==> config.mk <==
export PLATFORM = sky130hd
export DESIGN_NAME = hold_relay_with_cooldown_failsafe
export DESIGN_NICKNAME = d
export VERILOG_FILES = /design/src/design/hrcf_pkg.sv /design/src/design/hrcf_csr.sv /design/src/design/hrcf_front.sv /design/src/design/hrcf_back.sv /design/src/design/hold_relay_with_cooldown_failsafe.sv
export VERILOG_INCLUDE_DIRS = /design/src /design/src/design
export SDC_FILE = /design/constraint.sdc
export NUM_CORES = 1
export LEC_CHECK = 0
export ABC_AREA = 1
export CAP_MARGIN = 20
export CELL_PAD_IN_SITES_DETAIL_PLACEMENT = 0
export CELL_PAD_IN_SITES_GLOBAL_PLACEMENT = 2
export CORE_MARGIN = 3
export CORE_UTILIZATION = 39
export CTS_BUF_LIST = sky130_fd_sc_hd__clkbuf_16
export CTS_CLUSTER_DIAMETER = 50
export CTS_CLUSTER_SIZE = 8
export DETAILED_ROUTE_END_ITERATION = 8
export DONT_BUFFER_PORTS = 1
export PLACE_DENSITY = 0.91
export SYNTH_ARGS = -nofsm -noshare
export SYNTH_HDL_FRONTEND = slang
export SYNTH_SLANG_ARGS = --single-unit
==> constraint.sdc <==
create_clock -name clock -period 4.4 [get_ports clock]
set_input_delay 0.44 -clock clock [delete_from_list [all_inputs] [get_ports clock]]
set_output_delay 0.44 -clock clock [all_outputs]
set_load 0.01 [all_outputs]
==> src/design/hold_relay_with_cooldown_failsafe_defines.svh <==
// assertion helpers used by the hold relay back end
`ifndef HOLD_RELAY_WITH_COOLDOWN_FAILSAFE_DEFINES_SVH
`define HOLD_RELAY_WITH_COOLDOWN_FAILSAFE_DEFINES_SVH

// same-cycle implication, disabled during reset
`define HRCF_ASSERT_NOW(label, clk, rst, ante, cons) \
   label: assert property (@(posedge clk) disable iff (rst) (ante) |-> (cons)) \
      else $error("hold relay check failed");

// next-cycle implication, disabled during reset
`define HRCF_ASSERT_NEXT(label, clk, rst, ante, cons) \
   label: assert property (@(posedge clk) disable iff (rst) (ante) |=> (cons)) \
      else $error("hold relay check failed");

`endif

==> src/design/hrcf_pkg.sv <==
`timescale 1ns / 1ps
package hrcf_pkg;

   localparam int TIME_W      = 32;
   localparam int COOLDOWN_W  = 16;
   localparam int SOURCE_W    = 2;
   localparam int CSR_INDEX_W = 3;
   localparam int CSR_DATA_W  = 32;

   // default depths of the two queues
   localparam int FRONT_DEPTH  = 2;
   localparam int RESULT_DEPTH = 2;

   // requester codes
   localparam logic [SOURCE_W-1:0] SRC_UNKNOWN = 2'd0;
   localparam logic [SOURCE_W-1:0] SRC_BUTTON  = 2'd1;
   localparam logic [SOURCE_W-1:0] SRC_STACK   = 2'd2;

   // register indexes
   localparam logic [CSR_INDEX_W-1:0] CSR_ENABLED           = 3'd0;
   localparam logic [CSR_INDEX_W-1:0] CSR_BUTTON_PRESENT    = 3'd1;
   localparam logic [CSR_INDEX_W-1:0] CSR_RELAY_PRESENT     = 3'd2;
   localparam logic [CSR_INDEX_W-1:0] CSR_BUTTON_ACTIVE_LOW = 3'd3;
   localparam logic [CSR_INDEX_W-1:0] CSR_RELAY_INVERT      = 3'd4;
   localparam logic [CSR_INDEX_W-1:0] CSR_COOLDOWN_MS       = 3'd5;
   localparam logic [CSR_INDEX_W-1:0] CSR_STACK_TIMEOUT_MS  = 3'd6;
   localparam logic [CSR_INDEX_W-1:0] CSR_NOTIFY_ENABLED    = 3'd7;

   // register reset values
   localparam logic [COOLDOWN_W-1:0] COOLDOWN_RESET      = 16'd1000;
   localparam logic [TIME_W-1:0]     STACK_TIMEOUT_RESET = 32'd60000;

   typedef enum logic {
      OP_POLL    = 1'b0,
      OP_REQUEST = 1'b1
   } op_type;

   typedef struct packed {
      logic                  enabled;
      logic                  button_present;
      logic                  relay_present;
      logic                  button_active_low;
      logic                  relay_invert;
      logic [COOLDOWN_W-1:0] cooldown_ms;
      logic [TIME_W-1:0]     stack_timeout_ms;
      logic                  notify_enabled;
   } cfg_type;

   typedef struct packed {
      op_type                op;
      logic [TIME_W-1:0]     now_ms;
      logic                  button_raw;
      logic                  button_read_ok;
      logic                  hold_on;
      logic                  notify_request;
      logic [SOURCE_W-1:0]   source;
   } item_type;

   typedef struct packed {
      logic                  relay_level;
      logic                  hold_state;
      logic                  accepted;
      logic                  notify_valid;
      logic                  notify_on;
      logic                  failsafe_fired;
      logic [SOURCE_W-1:0]   hold_source;
   } result_type;

endpackage

==> src/design/hrcf_csr.sv <==
`timescale 1ns / 1ps
module hrcf_csr (
   input  logic                               clock,
   input  logic                               reset,
   input  logic                               csr_valid,
   output logic                               csr_ready,
   input  logic [hrcf_pkg::CSR_INDEX_W-1:0]   csr_index,
   input  logic [hrcf_pkg::CSR_DATA_W-1:0]    csr_data,
   output hrcf_pkg::cfg_type                  cfg
);
   import hrcf_pkg::*;

   cfg_type cfg_ff;
   cfg_type cfg_in;
   logic    wr_en;

   assign csr_ready = 1'b1;
   assign wr_en     = csr_valid && csr_ready;
   assign cfg       = cfg_ff;

   always_comb begin
      cfg_in = cfg_ff;
      if (wr_en) begin
         case (csr_index)
            CSR_ENABLED:           cfg_in.enabled           = csr_data[0];
            CSR_BUTTON_PRESENT:    cfg_in.button_present    = csr_data[0];
            CSR_RELAY_PRESENT:     cfg_in.relay_present     = csr_data[0];
            CSR_BUTTON_ACTIVE_LOW: cfg_in.button_active_low = csr_data[0];
            CSR_RELAY_INVERT:      cfg_in.relay_invert      = csr_data[0];
            CSR_COOLDOWN_MS:       cfg_in.cooldown_ms       = csr_data[COOLDOWN_W-1:0];
            CSR_STACK_TIMEOUT_MS:  cfg_in.stack_timeout_ms  = csr_data[TIME_W-1:0];
            CSR_NOTIFY_ENABLED:    cfg_in.notify_enabled    = csr_data[0];
            default:               cfg_in = cfg_ff;
         endcase
      end
   end

   always_ff @(posedge clock) begin
      if (reset) begin
         cfg_ff.enabled           <= 1'b0;
         cfg_ff.button_present    <= 1'b0;
         cfg_ff.relay_present     <= 1'b0;
         cfg_ff.button_active_low <= 1'b1;
         cfg_ff.relay_invert      <= 1'b0;
         cfg_ff.cooldown_ms       <= COOLDOWN_RESET;
         cfg_ff.stack_timeout_ms  <= STACK_TIMEOUT_RESET;
         cfg_ff.notify_enabled    <= 1'b0;
      end else begin
         cfg_ff <= cfg_in;
      end
   end

endmodule

==> src/design/hrcf_front.sv <==
`timescale 1ns / 1ps
module hrcf_front #(
   parameter int FRONT_DEPTH = hrcf_pkg::FRONT_DEPTH
) (
   input  logic                              clock,
   input  logic                              reset,
   input  logic                              push,
   output logic                              full,
   input  logic                              req_cmd,
   input  logic [hrcf_pkg::TIME_W-1:0]       req_now_ms,
   input  logic                              req_button_raw,
   input  logic                              req_button_read_ok,
   input  logic                              req_hold_on,
   input  logic                              req_notify_request,
   input  logic [hrcf_pkg::SOURCE_W-1:0]     req_source,
   output logic                              item_valid,
   output hrcf_pkg::item_type                item,
   input  logic                              item_take
);
   import hrcf_pkg::*;

   localparam int PTR_W = $clog2(FRONT_DEPTH);
   localparam int CNT_W = $clog2(FRONT_DEPTH + 1);
   localparam logic [PTR_W-1:0] LAST_PTR = PTR_W'(FRONT_DEPTH - 1);

   item_type          queue_ff [FRONT_DEPTH];
   item_type          item_in;
   logic [PTR_W-1:0]  wr_ptr_ff, wr_ptr_in;
   logic [PTR_W-1:0]  rd_ptr_ff, rd_ptr_in;
   logic [CNT_W-1:0]  count_ff, count_in;
   logic              do_push, do_pop;

   // classify the beat as it comes in
   always_comb begin
      item_in.op             = req_cmd ? OP_REQUEST : OP_POLL;
      item_in.now_ms         = req_now_ms;
      item_in.button_raw     = req_button_raw;
      item_in.button_read_ok = req_button_read_ok;
      item_in.hold_on        = req_hold_on;
      item_in.notify_request = req_notify_request;
      item_in.source         = req_source;
   end

   assign full       = (count_ff == CNT_W'(FRONT_DEPTH));
   assign item_valid = (count_ff != '0);
   assign item       = queue_ff[rd_ptr_ff];
   assign do_push    = push && !full;
   assign do_pop     = item_take && item_valid;

   always_comb begin
      wr_ptr_in = wr_ptr_ff;
      rd_ptr_in = rd_ptr_ff;
      count_in  = count_ff;
      if (do_push) begin
         wr_ptr_in = (wr_ptr_ff == LAST_PTR) ? '0 : wr_ptr_ff + 1'b1;
      end
      if (do_pop) begin
         rd_ptr_in = (rd_ptr_ff == LAST_PTR) ? '0 : rd_ptr_ff + 1'b1;
      end
      if (do_push && !do_pop) begin
         count_in = count_ff + 1'b1;
      end else if (do_pop && !do_push) begin
         count_in = count_ff - 1'b1;
      end
   end

   always_ff @(posedge clock) begin
      if (reset) begin
         wr_ptr_ff <= '0;
         rd_ptr_ff <= '0;
         count_ff  <= '0;
      end else begin
         wr_ptr_ff <= wr_ptr_in;
         rd_ptr_ff <= rd_ptr_in;
         count_ff  <= count_in;
      end
   end

   always_ff @(posedge clock) begin
      if (do_push) begin
         queue_ff[wr_ptr_ff] <= item_in;
      end
   end

endmodule

==> src/design/hrcf_back.sv <==
`timescale 1ns / 1ps
`include "hold_relay_with_cooldown_failsafe_defines.svh"
module hrcf_back #(
   parameter int RESULT_DEPTH = hrcf_pkg::RESULT_DEPTH
) (
   input  logic                  clock,
   input  logic                  reset,
   input  hrcf_pkg::cfg_type     cfg,
   input  logic                  item_valid,
   input  hrcf_pkg::item_type    item,
   output logic                  item_take,
   output logic                  empty,
   input  logic                  pop,
   output hrcf_pkg::result_type  result
);
   import hrcf_pkg::*;

   localparam int PTR_W = $clog2(RESULT_DEPTH);
   localparam int CNT_W = $clog2(RESULT_DEPTH + 1);
   localparam logic [PTR_W-1:0] LAST_PTR = PTR_W'(RESULT_DEPTH - 1);

   // controller state
   logic                hold_ff, hold_in;
   logic                prev_pressed_ff, prev_pressed_in;
   logic [SOURCE_W-1:0] last_req_ff, last_req_in;
   logic [TIME_W-1:0]   cool_dl_ff, cool_dl_in;
   logic [TIME_W-1:0]   fail_dl_ff, fail_dl_in;
   logic                notice_ff, notice_in;
   logic                notice_lvl_ff, notice_lvl_in;

   // result queue
   result_type          res_mem_ff [RESULT_DEPTH];
   result_type          res_in;
   logic [PTR_W-1:0]    wr_ptr_ff, wr_ptr_in;
   logic [PTR_W-1:0]    rd_ptr_ff, rd_ptr_in;
   logic [CNT_W-1:0]    count_ff, count_in;
   logic                res_full, res_pop;

   logic [TIME_W-1:0]   cool_sum, stack_sum, cool_diff, fail_diff;
   logic                in_cool;

   assign res_full  = (count_ff == CNT_W'(RESULT_DEPTH));
   assign item_take = item_valid && !res_full;
   assign empty     = (count_ff == '0);
   assign res_pop   = pop && !empty;
   assign result    = res_mem_ff[rd_ptr_ff];

   // shared arithmetic: new deadlines from now_ms, differences against the stored deadlines
   assign cool_sum  = item.now_ms + TIME_W'(cfg.cooldown_ms);
   assign stack_sum = item.now_ms + cfg.stack_timeout_ms;
   assign cool_diff = item.now_ms - cool_dl_ff;
   assign fail_diff = item.now_ms - fail_dl_ff;
   assign in_cool   = (cool_dl_ff != '0) && cool_diff[TIME_W-1];

   always_comb begin
      logic pressed;
      logic was_on;
      logic fire;
      hold_in         = hold_ff;
      prev_pressed_in = prev_pressed_ff;
      last_req_in     = last_req_ff;
      cool_dl_in      = cool_dl_ff;
      fail_dl_in      = fail_dl_ff;
      notice_in       = notice_ff;
      notice_lvl_in   = notice_lvl_ff;
      res_in          = '0;
      pressed         = item.button_raw ^ cfg.button_active_low;
      was_on          = hold_ff;
      fire            = 1'b0;

      case (item.op)
         OP_POLL: begin
            if (!cfg.enabled) begin
               // forced off, silently
               hold_in    = 1'b0;
               fail_dl_in = '0;
            end else begin
               if (cfg.button_present && item.button_read_ok) begin
                  if (pressed) begin
                     if (!in_cool) begin
                        last_req_in = SRC_BUTTON;
                        fail_dl_in  = '0;
                        if (!hold_ff) begin
                           hold_in = 1'b1;
                           if (cfg.notify_enabled) begin
                              notice_in     = 1'b1;
                              notice_lvl_in = 1'b1;
                           end
                        end
                     end
                  end else if (prev_pressed_ff) begin
                     if (hold_ff) begin
                        hold_in = 1'b0;
                        if (cfg.notify_enabled) begin
                           notice_in     = 1'b1;
                           notice_lvl_in = 1'b0;
                        end
                     end
                     cool_dl_in = cool_sum;
                     fail_dl_in = '0;
                  end
                  prev_pressed_in = pressed;
               end
               // failsafe; a nonzero deadline here is still the stored one
               fire = hold_in && (last_req_in == SRC_STACK) && (fail_dl_in != '0)
                      && !fail_diff[TIME_W-1];
               if (fire) begin
                  hold_in    = 1'b0;
                  cool_dl_in = cool_sum;
                  fail_dl_in = '0;
                  if (cfg.notify_enabled) begin
                     notice_in     = 1'b1;
                     notice_lvl_in = 1'b0;
                  end
               end
               if (notice_in) begin
                  notice_in = 1'b0;
                  if (cfg.notify_enabled) begin
                     res_in.notify_valid = 1'b1;
                     res_in.notify_on    = notice_lvl_in;
                  end
               end
            end
         end
         OP_REQUEST: begin
            if (cfg.enabled && cfg.relay_present && !(item.hold_on && in_cool)) begin
               res_in.accepted = 1'b1;
               if (item.hold_on) begin
                  last_req_in = item.source;
                  fail_dl_in  = (item.source == SRC_STACK) ? stack_sum : '0;
               end
               if (hold_ff != item.hold_on) begin
                  hold_in = item.hold_on;
                  if (item.notify_request && cfg.notify_enabled) begin
                     notice_in     = 1'b1;
                     notice_lvl_in = item.hold_on;
                  end
               end
               if (!item.hold_on) begin
                  if (was_on) begin
                     cool_dl_in = cool_sum;
                  end
                  fail_dl_in = '0;
               end
            end
         end
         default: begin
            hold_in = hold_ff;
         end
      endcase

      res_in.relay_level    = cfg.relay_present && (hold_in ^ cfg.relay_invert);
      res_in.hold_state     = hold_in;
      res_in.failsafe_fired = fire;
      res_in.hold_source    = last_req_in;
   end

   always_comb begin
      wr_ptr_in = wr_ptr_ff;
      rd_ptr_in = rd_ptr_ff;
      count_in  = count_ff;
      if (item_take) begin
         wr_ptr_in = (wr_ptr_ff == LAST_PTR) ? '0 : wr_ptr_ff + 1'b1;
      end
      if (res_pop) begin
         rd_ptr_in = (rd_ptr_ff == LAST_PTR) ? '0 : rd_ptr_ff + 1'b1;
      end
      if (item_take && !res_pop) begin
         count_in = count_ff + 1'b1;
      end else if (res_pop && !item_take) begin
         count_in = count_ff - 1'b1;
      end
   end

   always_ff @(posedge clock) begin
      if (reset) begin
         hold_ff         <= 1'b0;
         prev_pressed_ff <= 1'b0;
         last_req_ff     <= SRC_UNKNOWN;
         cool_dl_ff      <= '0;
         fail_dl_ff      <= '0;
         notice_ff       <= 1'b0;
         notice_lvl_ff   <= 1'b0;
         wr_ptr_ff       <= '0;
         rd_ptr_ff       <= '0;
         count_ff        <= '0;
      end else begin
         if (item_take) begin
            hold_ff         <= hold_in;
            prev_pressed_ff <= prev_pressed_in;
            last_req_ff     <= last_req_in;
            cool_dl_ff      <= cool_dl_in;
            fail_dl_ff      <= fail_dl_in;
            notice_ff       <= notice_in;
            notice_lvl_ff   <= notice_lvl_in;
         end
         wr_ptr_ff <= wr_ptr_in;
         rd_ptr_ff <= rd_ptr_in;
         count_ff  <= count_in;
      end
   end

   always_ff @(posedge clock) begin
      if (item_take) begin
         res_mem_ff[wr_ptr_ff] <= res_in;
      end
   end

   `HRCF_ASSERT_NEXT(a_take_leaves_result, clock, reset, item_take, count_ff != '0)
   `HRCF_ASSERT_NOW(a_fire_drops_hold, clock, reset, item_take && res_in.failsafe_fired, !hold_in)
   `HRCF_ASSERT_NOW(a_accept_only_request, clock, reset, item_take && res_in.accepted, item.op == OP_REQUEST)
   `HRCF_ASSERT_NEXT(a_disabled_poll_off, clock, reset, item_take && item.op == OP_POLL && !cfg.enabled, !hold_ff && fail_dl_ff == '0)

endmodule

==> src/design/hold_relay_with_cooldown_failsafe.sv <==
`timescale 1ns / 1ps
// Hold relay controller with release cooldown and stack failsafe. Each input beat
// is a poll carrying a button sample or a remote set-hold request, both stamped
// with the current millisecond time, and each beat produces exactly one result
// beat. While results are popped, the block sustains one beat per clock in each
// direction: the front queue takes a beat whenever full is low, the back end
// evaluates the oldest queued beat combinationally (the state update is one pass
// of adds and wrap-safe deadline compares) and writes the result into the result
// queue. A result reaches the rsp_ ports via the front and result queues, and
// stays there while empty is low until popped. Stalling on the result side fills
// the result queue and then the front queue before full rises. Registers are
// written through the csr_ channel, whose ready is always high; writes belong to
// idle periods, with no request beat pending and all results drained.
module hold_relay_with_cooldown_failsafe #(
   parameter int FRONT_DEPTH  = hrcf_pkg::FRONT_DEPTH,
   parameter int RESULT_DEPTH = hrcf_pkg::RESULT_DEPTH
) (
   input  logic                              clock,
   input  logic                              reset,
   // request side
   input  logic                              push,
   output logic                              full,
   input  logic                              req_cmd,
   input  logic [hrcf_pkg::TIME_W-1:0]       req_now_ms,
   input  logic                              req_button_raw,
   input  logic                              req_button_read_ok,
   input  logic                              req_hold_on,
   input  logic                              req_notify_request,
   input  logic [hrcf_pkg::SOURCE_W-1:0]     req_source,
   // result side
   output logic                              empty,
   input  logic                              pop,
   output logic                              rsp_relay_level,
   output logic                              rsp_hold_state,
   output logic                              rsp_accepted,
   output logic                              rsp_notify_valid,
   output logic                              rsp_notify_on,
   output logic                              rsp_failsafe_fired,
   output logic [hrcf_pkg::SOURCE_W-1:0]     rsp_hold_source,
   // register writes
   input  logic                              csr_valid,
   output logic                              csr_ready,
   input  logic [hrcf_pkg::CSR_INDEX_W-1:0]  csr_index,
   input  logic [hrcf_pkg::CSR_DATA_W-1:0]   csr_data
);
   import hrcf_pkg::*;

   cfg_type    cfg;
   item_type   item;
   result_type result;
   logic       item_valid;
   logic       item_take;

   // register file
   hrcf_csr u_csr (
      .clock     (clock),
      .reset     (reset),
      .csr_valid (csr_valid),
      .csr_ready (csr_ready),
      .csr_index (csr_index),
      .csr_data  (csr_data),
      .cfg       (cfg)
   );

   // front: accept and classify request beats into a short queue
   hrcf_front #(
      .FRONT_DEPTH (FRONT_DEPTH)
   ) u_front (
      .clock              (clock),
      .reset              (reset),
      .push               (push),
      .full               (full),
      .req_cmd            (req_cmd),
      .req_now_ms         (req_now_ms),
      .req_button_raw     (req_button_raw),
      .req_button_read_ok (req_button_read_ok),
      .req_hold_on        (req_hold_on),
      .req_notify_request (req_notify_request),
      .req_source         (req_source),
      .item_valid         (item_valid),
      .item               (item),
      .item_take          (item_take)
   );

   // back: hold state, cooldown and failsafe deadlines, notice latch, result queue
   hrcf_back #(
      .RESULT_DEPTH (RESULT_DEPTH)
   ) u_back (
      .clock      (clock),
      .reset      (reset),
      .cfg        (cfg),
      .item_valid (item_valid),
      .item       (item),
      .item_take  (item_take),
      .empty      (empty),
      .pop        (pop),
      .result     (result)
   );

   // unpack the head result onto its ports
   assign rsp_relay_level    = result.relay_level;
   assign rsp_hold_state     = result.hold_state;
   assign rsp_accepted       = result.accepted;
   assign rsp_notify_valid   = result.notify_valid;
   assign rsp_notify_on      = result.notify_on;
   assign rsp_failsafe_fired = result.failsafe_fired;
   assign rsp_hold_source    = result.hold_source;

endmodule
# ---- Word-level counts from Yosys, hierarchy flattened
# Memories as Yosys holds them, arrays and structs flattened. A register that Yosys moved wholly into a read port is not among the register bits.
# Index checks and enable logic that the tools add are counted.
dict set report op_classes {
  add_sub_neg 12
  eq_ne 21
  mux 97
  n_bitwise 3
  n_reduce_logical 46
}
# op n
set ops {}
lappend ops {{32-bit 2-to-1 mux} 19}
lappend ops {{32-bit one-hot mux with 2 select lines} 2}
lappend ops {{32-bit nonzero test} 2}
lappend ops {{32-bit subtractor} 2}
lappend ops {{1-bit 2-to-1 mux} 56}
lappend ops {{32-bit by 16-bit adder with 32-bit output} 1}
lappend ops {{32-bit adder} 1}
lappend ops {{2-bit 2-to-1 mux} 16}
lappend ops {{1-bit logical AND} 18}
lappend ops {{2-bit AND reduction} 9}
lappend ops {{3-bit equality test, second input constant} 4}
lappend ops {{2-bit != test, second input constant} 6}
lappend ops {{1-bit zero test} 9}
lappend ops {{2-bit equality test, second input constant} 4}
lappend ops {{8-bit AND reduction} 1}
lappend ops {{3-bit by 2-bit equality test with 1-bit output, second input constant} 2}
lappend ops {{3-bit by 1-bit != test with 1-bit output, second input constant} 2}
lappend ops {{1-bit one-hot mux with 2 select lines} 3}
lappend ops {{2-bit nonzero test} 3}
lappend ops {{5-bit AND reduction} 1}
lappend ops {{1-bit adder, second input constant} 4}
lappend ops {{2-bit by 1-bit adder with 2-bit output, second input constant} 2}
lappend ops {{2-bit one-hot mux with 2 select lines} 1}
lappend ops {{4-bit AND reduction} 1}
lappend ops {{8 further kinds} 10}
dict set report word_totals {
  reg_bits 132
  ramBits 94
  in_bits 79
  out_inout_bits 11
  elab_cells 202
  mem_count 2
}
# name words word_bits rd rd_ports_with_merged_regs wr line
set mem_list {}
lappend mem_list {u_front.queue_ff 2 39 1 1 1 hrcf_front.sv:26} ;# item_type queue_ff [FRONT_DEPTH];
lappend mem_list {u_back.res_mem_ff 2 8 1 1 1 hrcf_back.sv:32} ;# result_type res_mem_ff [RESULT_DEPTH];

# ---- Logic depth before layout (Yosys ltp)
# Gate-level depths: netlist of the first run.
dict set report logic_depth {
  word_depth 17
  mapped_depth 33
  ltp_nobuf 30
}

# ---- Hierarchy
# From an unflattened synthesis of the first run, not the netlist that was laid out.
dict set report unflattened {
  hier_cells 1799
  hier_area_um2 14061.0
}
# mod instances cells_per_inst area_each_um2 seq_area_each_um2
set by_module_without_submodules {}
lappend by_module_without_submodules {hrcf_back 1 1318 8728.4 1981.9}
lappend by_module_without_submodules {hrcf_front 1 158 3100.5 2442.3}
lappend by_module_without_submodules {hrcf_csr 1 323 2232.1 1081.0}

# ---- Worst setup path after synthesis of the first run
# No wires, ideal clock.
dict set report synth_timing {
  path_kind {register to register}
  from {register with a tool-made name}
  to {memory u_back.res_mem_ff[0][7] (netlist bit) (data pin)}
  setup_time_ps 255
  t_arrival_ps 3278
  t_required_ps 4145
  path_slack_ps 867
  stages_incl_launch_ff 29
  n_path_buf 3
  period_less_slack_ps 3533
  cell_sequence {dfxtp_1 inv_2 buf_6 clkbuf_1 or2_2 o21ai_0 inv_1 ha_1 a21oi_1 nor2_1 nor2_1 nand3_1 nor2_1 nand3_2 nand3_2 nand3_2 buf_4 o211ai_1 nand2_1 inv_1 nand2_1 nor2_1 nand2_2 nand2_4 nand2_1 nand2_1 nand2_1 nand2_1 nor2_1}
}
# item line
set synth_rtl {}
lappend synth_rtl {{end, declared} hrcf_back.sv:32}

==> impl_metrics.ini, run 1 <==
[final_layout]
drive_gt1_frac = 0.0890
multi_input_area_mm2 = 0.00720
final_net_count = 2009
final_cells = 2298
fin_util = 0.463
area_growth_pct = 17.0
n_antenna_cell = 0
fillers = 3364
seq_area_mm2 = 0.00551

[cts]
insertion_delay_ps = 540
root_buffer = clkbuf_16
clk_pin_slew_ps = 50
clock_sinks = 228
htree_levels = 2
cts-buffers-inserted = 40
clockBufferDepth = 3
cts_tree = yes

[die]
dieArea_mm2 = 0.0374
die_x_um = 193
io_pins = 90
fp.dieH_um = 193
coreArea_mm2 = 0.0346
row_count = 68
initial_utilization = 0.396

[drt]
firstDrtPassIters = 5
postRouteAntennaNets = 0
first_iter_violations = 803
drt_wl_total_mm = 41.4
vias = 12158
drc_errors = 0
avgRoutedWirePerCell_um = 18.0
via_per_inst = 5.29

[global_routing]
grt.overflow.total = 0
grt_pass1_wl_mm = 64.7
met2_usage = 0.343
busiest_layer = met2
grtUsageTotal = 0.214
grt_max_degree = 77
grt_pass1_vias = 11812
met1_usage = 0.299
met3_usage = 0.0334
antenna_found_initial = 0

[logic_synthesis]
synthesis.nets = 1945
yosys.area_share.simple = 0.214
ys_seq_area_frac = 0.402
synth_compound_area_frac = 0.171
avgSynthCellArea_um2 = 7.81
synth_edf_count = 94
async_reset_ff_frac = 0
synth_area_mm2 = 0.0137
synth_adder_area_share = 0.102
synth_cell_types = 58
yosys_warnings = 0
synth_mux_area_frac = 0.00812
ys_seq_elements = 228
syn_inst = 1755
synth_ff_type = dfxtp_1
synth_top_family_by_area = simple AND/OR/NAND/NOR gates
synth-xor-area-share = 0.0236

[timing]
slew_headroom = 0.361
fin_tns_setup_ps = 0
postLayoutSetupSlackWorst_ps = 360
period_needed_ps = 4040
tightest_slew_ps = 953
rsz0062_at_grt = false
final.setup_skew_ps = 25.5
hold_violations = 0
fmax_mhz = 248
finalCritPeriodShare = 0.918
finalMaxSlewViolations = 0
setup_violations = 0

[pwr]
powerDensity_mw_per_mm2 = 669
ir_drop_mv = 0.416
total_leakage_power_uw = 0.00683

[min_path]
worstHoldPathType = in -> reg

[run_status]
status = completed

[worst_setup_path]
worstSetupEndpointType = flop
worstPathRequired_ps = 4810
crit_fanout = 36
path_class = reg -> reg
cp.arrival_ps = 4450
crit_path_start_kind = flop

[placement]
port_buffers = 0
hpwl_mm = 30.1
routabilityCongestion = 0.894
pre_cts_ws_ps = -89.6
dpl.cell_count = 2185

[run]
cap_violations = 0
what timing repair did:
action / CTS / global route
setup buffers: 0 / 2
gates cloned: 0 / 2
endpoints found under the setup margin: 21 / 66
hold buffers: 40 / 0
pin swaps: 0 / 1
hold endpoints to repair: 83 / 0
resized for setup: 1 / 13
synth_stat cells, types with 2 or more instances:
cell / count / area [µm²]
clkinv_1: 4 / 15.0
nand2_4: 2 / 22.5
and2_1: 2 / 12.5
a21oi_1: 200 / 1000
buf_6: 5 / 56.3
a21o_1: 5 / 37.5
buf_4: 6 / 45.0
nand2_2: 4 / 25.0
xnor2_1: 8 / 70.1
inv_1: 197 / 739
o22ai_1: 3 / 18.8
nand3_2: 3 / 30.0
o211ai_1: 15 / 113
nand4_1: 54 / 338
edfxtp_1: 94 / 2820
o21ai_0: 157 / 786
clkbuf_1: 45 / 169
dfxtp_1: 134 / 2680
o31ai_1: 3 / 22.5
a221oi_1: 2 / 17.5
buf_1: 3 / 11.3
buf_2: 6 / 30.0
nand3_1: 76 / 380
a211oi_1: 2 / 15.0
xor2_1: 27 / 236
o21ai_1: 2 / 10.0
inv_2: 5 / 18.8
nor4_1: 7 / 43.8
or2_2: 24 / 150
o21bai_1: 7 / 52.6
nand3b_1: 5 / 37.5
nor2_1: 220 / 826
a21boi_0: 5 / 37.5
o221ai_1: 2 / 17.5
o21a_1: 7 / 52.6
nand2_1: 251 / 942
mux2_2: 9 / 101
fa_1: 2 / 40.0
nor3_1: 15 / 75.1
ha_1: 109 / 1360
a31oi_1: 11 / 68.8
state kept, by name (all words and copies together), names as in the netlist, 2 cells and up, named ones only:
signal and cells:
u_front.queue_ff 78, u_csr.cfg 54, u_back.cool_dl_ff 32, u_back.fail_dl_ff 32, u_back.res_mem_ff 16, u_back.count_ff 2
u_back.last_req_ff 2, u_front.count_ff 2
cell families after synthesis:
logic type	count (synthesis)
flops	228
simple gates	669
buf+inv	271
mux	10
other cells	1
xor+xnor	36
fa+ha+maj	111
compound gates	429
critical path, cell delays in order (launching register included):
cell and delay [ps]:
dfxtp_1 350, inv_2 150, or2_2 300, o21ai_0 150
inv_2 170, ha_1 330, nand2_1 60, nor2_1 160
nand4_1 150, a21oi_1 150, nor2_1 70, nand2_1 70
nand2_1 100, nand3_4 150, nand3_4 140, o211ai_1 180
nand2_1 90, clkinv_1 50, nand2_1 40, nor2_1 180
nand2_2 110, nand2_4 130, nand2_8 170, buf_4 250
a21oi_1 140, nor2_1 60
through the flow:
step           hold WS [ps]  area, µm²  power (µW)
2_1_floorplan           426      13700        6320
3_3_place_gp            443      14300        7700
3_5_place_dp            449      14300        7750
4_1_cts                1.51      15900       10600
5_1_grt                17.2      16000       11600
6_report               29.0      16000       10700
path summary, 6_finish.rpt:
path,from,to,slack (ps),cells after the start
worst max-delay path,flop,u_back.cool_dl_ff[17]$_SDFFE_PP0P_,360,25
worst min-delay path,csr_data[13],u_csr.cfg[14]$_SDFFE_PP1P_,30,2
worst max register to register,flop,u_back.cool_dl_ff[17]$_SDFFE_PP0P_,360,25
worst min register to register,u_front.rd_ptr_ff$_SDFFE_PP0P_,u_front.rd_ptr_ff$_SDFFE_PP0P_,450,1
cell type report:
type                            instances  area share
Multi-Input combinational cell       1258       0.449
Sequential cell                       228       0.343
Clock buffer                           42      0.0656
Timing Repair Buffer                   85      0.0485
Inverter                              206      0.0483
Tap cell                              455      0.0355
Clock inverter                         24     0.00937
per-layer routing:
metal	share of wire	wire (µm)	vias up
met5	0	0	-
met4	0.026	1070	0
met3	0.047	1970	64
met2	0.45	18800	294
met1	0.47	19500	5674
li1	-	-	6126
where the power goes:
group / leakage, µW / switching [µW] / total, µW / internal [µW]
logic: 0.00424 / 3260 / 5020 / 1760
registers: 0.00197 / 275 / 2910 / 2640
clock network: 0.000625 / 1030 / 2790 / 1760
total: 0.00683 / 4570 / 10700 / 6160
cells in the final DEF, fill, tap and decap left out, types with 8 or more instances in the layout:
cell	Yosys	routed
a21oi_1	200	199
a31oi_1	11	11
buf_4	6	40
clkbuf_16	0	42
clkinv_1	4	9
dfxtp_1	134	134
dlygate4sd3_1	0	40
edfxtp_1	94	94
ha_1	109	109
inv_1	197	201
inv_2	5	9
mux2_2	9	9
nand2_1	251	251
nand3_1	76	76
nand4_1	54	54
nor2_1	220	216
nor3_1	15	15
o211ai_1	15	15
o21ai_0	157	154
or2_2	24	24
xnor2_1	8	8
xor2_1	27	27
No activity file was read; power rests on OpenSTA's default activity.
==> run 2: changes to the inputs <==
--- a/config.mk
+++ b/config.mk
@@ -7,16 +7,16 @@
 export NUM_CORES = 1
 export LEC_CHECK = 0
 export ABC_AREA = 1
+export BUFFER_PORTS_ARGS = -buffer_cell sky130_fd_sc_hd__buf_4
 export CAP_MARGIN = 20
 export CELL_PAD_IN_SITES_DETAIL_PLACEMENT = 0
 export CELL_PAD_IN_SITES_GLOBAL_PLACEMENT = 2
 export CORE_MARGIN = 3
-export CORE_UTILIZATION = 39
+export CORE_UTILIZATION = 37
 export CTS_BUF_LIST = sky130_fd_sc_hd__clkbuf_16
 export CTS_CLUSTER_DIAMETER = 50
 export CTS_CLUSTER_SIZE = 8
 export DETAILED_ROUTE_END_ITERATION = 8
-export DONT_BUFFER_PORTS = 1
 export PLACE_DENSITY = 0.91
 export SYNTH_ARGS = -nofsm -noshare
 export SYNTH_HDL_FRONTEND = slang
==> run 2 against run 1 <==
  * Global-route usage shrank 0.80 points
  * Power shrank 0.21%
  * Design area grew 1.0%
  * First-iteration DRC count shrank 17%
  * Via count grew 0.25%
  * Utilization shrank 1.3 points
==> impl_metrics.ini, run 2 (synthesis results as in run 1) <==
[global_routing]
antenna_found_initial = 0
grt.overflow.total = 0
grt_pass1_wl_mm = 64.3
grt_max_degree = 64
grt_pass1_vias = 11851
met1_usage = 0.294
busiest_layer = met2
grtUsageTotal = 0.206
met2_usage = 0.324
met3_usage = 0.0303

[cts]
cts_tree = yes
clock_sinks = 228
clockBufferDepth = 3
insertion_delay_ps = 540
cts_hold_buf = 0
clk_pin_slew_ps = 50
root_buffer = clkbuf_16
post_cts_buffers = 0
cts-buffers-inserted = 39
htree_levels = 2

[timing]
final.setup_skew_ps = 25.4
fin_tns_setup_ps = 0
setup_violations = 0
finalMaxSlewViolations = 0
fmax_mhz = 249
finalCritPeriodShare = 0.914
hold_violations = 0
tightest_slew_ps = 893
hold_slack_ps = 80.6
period_needed_ps = 4020
rsz0062_at_grt = false
slew_headroom = 0.401

[drt]
first_iter_violations = 667
drt_wl_total_mm = 41.0
drc_errors = 0
avgRoutedWirePerCell_um = 17.5
firstDrtPassIters = 5
postRouteAntennaNets = 0
vias = 12189
via_per_inst = 5.20

[min_path]
min_path_cells = 1
worstHoldPathType = in -> reg
min_to = u_front.queue_ff[0][8]$_DFFE_PP_
worstHoldStart = req_now_ms[2]

[final_layout]
final_cells = 2343
fin_util = 0.450
final_net_count = 2045
largest_reg_flops = 78
final_common_cell = nand2_1
final_cell_mix = nand2_1 (251), nor2_1 (216), inv_1 (210)
drive_gt1_frac = 0.124
largest_register = u_front.queue_ff
final_area_mm2 = 0.0162
n_antenna_cell = 0
area_growth_pct = 18.2

[worst_setup_path]
path_class = reg -> reg
crit_fanout = 14
worstSetupEndpointType = flop
cp_cell_sequence = inv_2 > buf_4 > nand2_1 > and2_1 > inv_1 > ha_1 > fa_1 > a31oi_1 > inv_1 > a21oi_1 > inv_1 > a31oi_1 > o31ai_1 > a21boi_0 > nand2_1 > a31oi_1 > a21oi_1
slowest_delay_ps = 430
worstPathRequired_ps = 4810
reg2reg_slack_ps = 380
slowest_stage = fa_1
r2r-end = u_back.fail_dl_ff[26]$_SDFFE_PP0P_
worstRegToRegCells = 17
crit_path_start_kind = flop
cp.arrival_ps = 4430

[die]
coreArea_mm2 = 0.0360
initial_utilization = 0.381
fp.dieH_um = 198
io_pins = 90
row_count = 69
die_x_um = 198
dieArea_mm2 = 0.0394

[pwr]
power_frac_seq = 0.271
ir_drop_mv = 0.354
powerDensity_mw_per_mm2 = 661
power.switching_uw = 4570
comb_power_share = 0.471
switching_share = 0.427
total_leakage_power_uw = 0.00704
clock_power_share = 0.258
internal_power_uw = 6130

[placement]
placed_area_mm2 = 0.0149
routabilityCongestion = 0.903
dpl.cell_count = 2270
port_buffers = 88
hpwl_mm = 30.5

[run]
cap_violations = 0

[run_status]
status = completed
## run 2: changes by cell type in the layout (fill, tap and decap cells not counted), moves of 3 or more
cell           change
inv_2              -4
dlygate4sd3_1     -40
inv_1              +9
clkbuf_16          -3
buf_4             +74
## run 2: timing repair
item                                    in CTS  in global routing
gates cloned                                 0                  2
pin swaps                                    0                  1
endpoints found under the setup margin      27                 67
resized for setup                            2                  5
## run 2: how the worst max path moves through the flow
stage | to | slack, ps
after detailed placement | u_back.cool_dl_ff[3]$_SDFFE_PP0P_ | -20
after global placement | u_back.res_mem_ff[0][2]$_DFFE_PP_ | 110
after floorplan | u_back.res_mem_ff[0][7]$_DFFE_PP_ | 870
final | u_back.fail_dl_ff[26]$_SDFFE_PP0P_ | 380
after global routing | u_back.cool_dl_ff[2]$_SDFFE_PP0P_ | 8
after CTS | u_back.res_mem_ff[0][2]$_DFFE_PP_ | 210
## run 2: stage by stage
| step | setup slack [ps] | total power, µW |
|---|---|---|
| finish | 380 | 10700 |
| global route | 8.18 | 11600 |
| CTS | 211 | 10700 |
| detailed placement | -19.2 | 7860 |
| global placement | 113 | 7820 |
| floorplan | 867 | 6320 |
## run 2: critical path, delay by kind of cell, from the launching register on
family	cells	cell delay, ps
compound gates	7	1810
fa+ha+maj	2	640
buf+inv	5	650
flops	1	400
simple gates	3	370
## run 2: power groups by stage
stage	sequential, µW	combinational (µW)	clock, µW
2_1_floorplan	2840	3480	0
3_3_place_gp	2930	4890	0
3_5_place_dp	2930	4930	0
4_1_cts	2900	4970	2830
5_1_grt	2940	5720	2920
6_report	2900	5040	2760
## run 2: layout make-up
cell class | instances | area [µm²]
flip-flops and latches | 228 | 5510
clock inverters | 29 | 203
repair buffers | 122 | 990
inverters | 206 | 774
well taps | 461 | 577
fillers | 3587 | 19800
multi-input cells | 1258 | 7170
clock buffers | 39 | 976
## run 2: layer usage
metal	vias to the layer above	part of all wire
met5	-	0
met4	0	0.027
met3	66	0.046
met2	292	0.44
met1	5622	0.49
li1	6209	-
==> run 3: changes to the inputs <==
--- a/config.mk
+++ b/config.mk
@@ -7,17 +7,18 @@
 export NUM_CORES = 1
 export LEC_CHECK = 0
 export ABC_AREA = 1
+export ABC_CLOCK_PERIOD_IN_PS = 5200
 export BUFFER_PORTS_ARGS = -buffer_cell sky130_fd_sc_hd__buf_4
 export CAP_MARGIN = 20
 export CELL_PAD_IN_SITES_DETAIL_PLACEMENT = 0
 export CELL_PAD_IN_SITES_GLOBAL_PLACEMENT = 2
 export CORE_MARGIN = 3
-export CORE_UTILIZATION = 37
+export CORE_UTILIZATION = 40
 export CTS_BUF_LIST = sky130_fd_sc_hd__clkbuf_16
 export CTS_CLUSTER_DIAMETER = 50
 export CTS_CLUSTER_SIZE = 8
 export DETAILED_ROUTE_END_ITERATION = 8
-export PLACE_DENSITY = 0.91
+export PLACE_DENSITY = 0.95
 export SYNTH_ARGS = -nofsm -noshare
 export SYNTH_HDL_FRONTEND = slang
 export SYNTH_SLANG_ARGS = --single-unit
==> constraint.sdc (replaced) <==
create_clock -name clock -period 5.2 [get_ports clock]
set_input_delay 0.52 -clock clock [delete_from_list [all_inputs] [get_ports clock]]
set_output_delay 0.52 -clock clock [all_outputs]
set_load 0.01 [all_outputs]
==> run 3 against run 2 <==
  * Worst hold slack better by 75 ps
  * Via count is 0.93% lower
  * Clock skew is 4.0 ps lower
  * Die area is 7.3% lower
  * Critical path depth is 10 higher
  * Worst setup slack better by 290 ps
  * Final cell count is 1.1% lower
  * Register-to-register slack better by 290 ps
  * Sequential cell count stayed put
==> impl_metrics.ini, run 3 (synthesis results as in run 1) <==
[final_layout]
drive_gt1_frac = 0.118
largest_reg_flops = 78
fin_util = 0.476
final_cell_mix = nand2_1 (251), nor2_1 (216), inv_1 (212)
n_antenna_cell = 0
final_net_count = 2033
area_growth_pct = 16.8
final_common_cell = nand2_1
largest_register = u_front.queue_ff

[pwr]
powerDensity_mw_per_mm2 = 551
power_uw = 8820
ir_drop_mv = 0.307
total_leakage_power_uw = 0.00697

[drt]
firstDrtPassIters = 5
drt_wl_total_mm = 39.7
postRouteAntennaNets = 0
met2WireLength_mm = 17.5
met1_length_mm = 19.1
vias = 12076
drc_errors = 0
first_iter_violations = 736
avgRoutedWirePerCell_um = 17.1
highest_layer = met4
via_per_inst = 5.21
dr_wl_met3_mm = 2.07

[worst_setup_path]
crit_path_start_kind = flop
cp.arrival_ps = 4820
reg2reg_slack_ps = 670
worstPathRequired_ps = 5490
path_class = reg -> reg
worstSetupEndpointType = flop
crit_fanout = 34

[run]
cap_violations = 0

[global_routing]
grt.overflow.total = 0
antenna_found_initial = 0
grt_pass1_wl_mm = 63.1
grtUsageTotal = 0.220
grt_pass1_vias = 11765
grt_max_degree = 57

[die]
dieArea_mm2 = 0.0365
coreArea_mm2 = 0.0336
initial_utilization = 0.408
die_x_um = 191
io_pins = 90
row_count = 67
fp.dieH_um = 191

[run_status]
status = completed

[timing]
fin_tns_setup_ps = 0
period_needed_ps = 4530
hold_violations = 0
setup_violations = 0
tightest_slew_ps = 1130
fmax_mhz = 221
rsz0062_at_grt = false
slew_headroom = 0.240
final.setup_skew_ps = 21.4
finalCritPeriodShare = 0.871
finalMaxSlewViolations = 0

[cts]
htree_levels = 2
clockBufferDepth = 3
insertion_delay_ps = 540
cts-buffers-inserted = 39
clock_sinks = 228
cts_tree = yes
clk_pin_slew_ps = 50
root_buffer = clkbuf_16
cts_hold_buf = 0

[min_path]
worstHoldPathType = in -> reg

[placement]
routabilityCongestion = 0.896
port_buffers = 88
hpwl_mm = 29.9
-- run 3: cell count changes in the layout (fill, tap and decap cells not counted), moves of 2 or more --
cell,delta
clkinv_4,+2
clkinv_8,-2
clkinv_2,-2
buf_4,-6
buf_12,-3
bufinv_16,-2
inv_1,+2
-- run 3: worst max-delay path, cell delays in order (launching register included) --
cell	delay (ps)
dfxtp_2	470
inv_2	200
or2_2	310
o21ai_1	260
inv_1	210
ha_1	350
a21oi_1	60
o21ai_0	190
nand2_1	90
a21oi_1	140
nor2_1	80
nand2_1	70
nand2_1	70
nand3_2	120
nand3_4	240
o211ai_1	190
nand2_1	70
inv_1	60
nand2_1	40
nor2_1	140
nand2_2	100
nand2_4	100
buf_6	260
nand2_1	110
nand2_1	140
nand2_1	60
nand2_1	60
nor2_1	50
-- run 3: through the flow --
step	setup slack, ps	hold WS (ps)	std cells	instance area (µm²)
2_1_floorplan	1670	426	1755	13700
3_3_place_gp	342	438	2247	14800
3_5_place_dp	187	451	2248	14800
4_1_cts	147	122	2316	16000
5_1_grt	76.1	136	2318	16000
6_report	673	155	2318	16000
-- run 3: timing repair --
action,in CTS,in global routing
setup endpoints to repair,0,71
resized for setup,0,4
buffers inserted,0,0
-- run 3: layer usage --
layer / vias to the layer above / GRT usage
li1: 6172 / -
met3: 59 / 0.0334
met1: 5509 / 0.311
met4: 0 / 0.0720
met2: 336 / 0.345
met5: - / 0
-- run 3: layout make-up --
type,instances,area (µm²)
clock buffers,39,976
fillers,3276,17600
clock inverters,29,155
multi-input cells,1256,7150
flip-flops and latches,228,5510
well taps,448,561
inverters,206,773
repair buffers,112,890
-- run 3: where the power goes --
group	total (µW)	internal, µW	switching, µW
registers	2470	2230	244
logic	4130	1450	2680
clock network	2220	1360	865
-- run 3: final timing paths --
check                                 start                           endpoint  cells past startpoint
min reg2reg  u_front.rd_ptr_ff$_SDFFE_PP0P_     u_front.rd_ptr_ff$_SDFFE_PP0P_                      1
max                                    flop  u_back.res_mem_ff[0][7]$_DFFE_PP_                     27
max reg2reg                            flop  u_back.res_mem_ff[0][7]$_DFFE_PP_                     27
min                          req_now_ms[31]  u_front.queue_ff[1][37]$_DFFE_PP_                      1
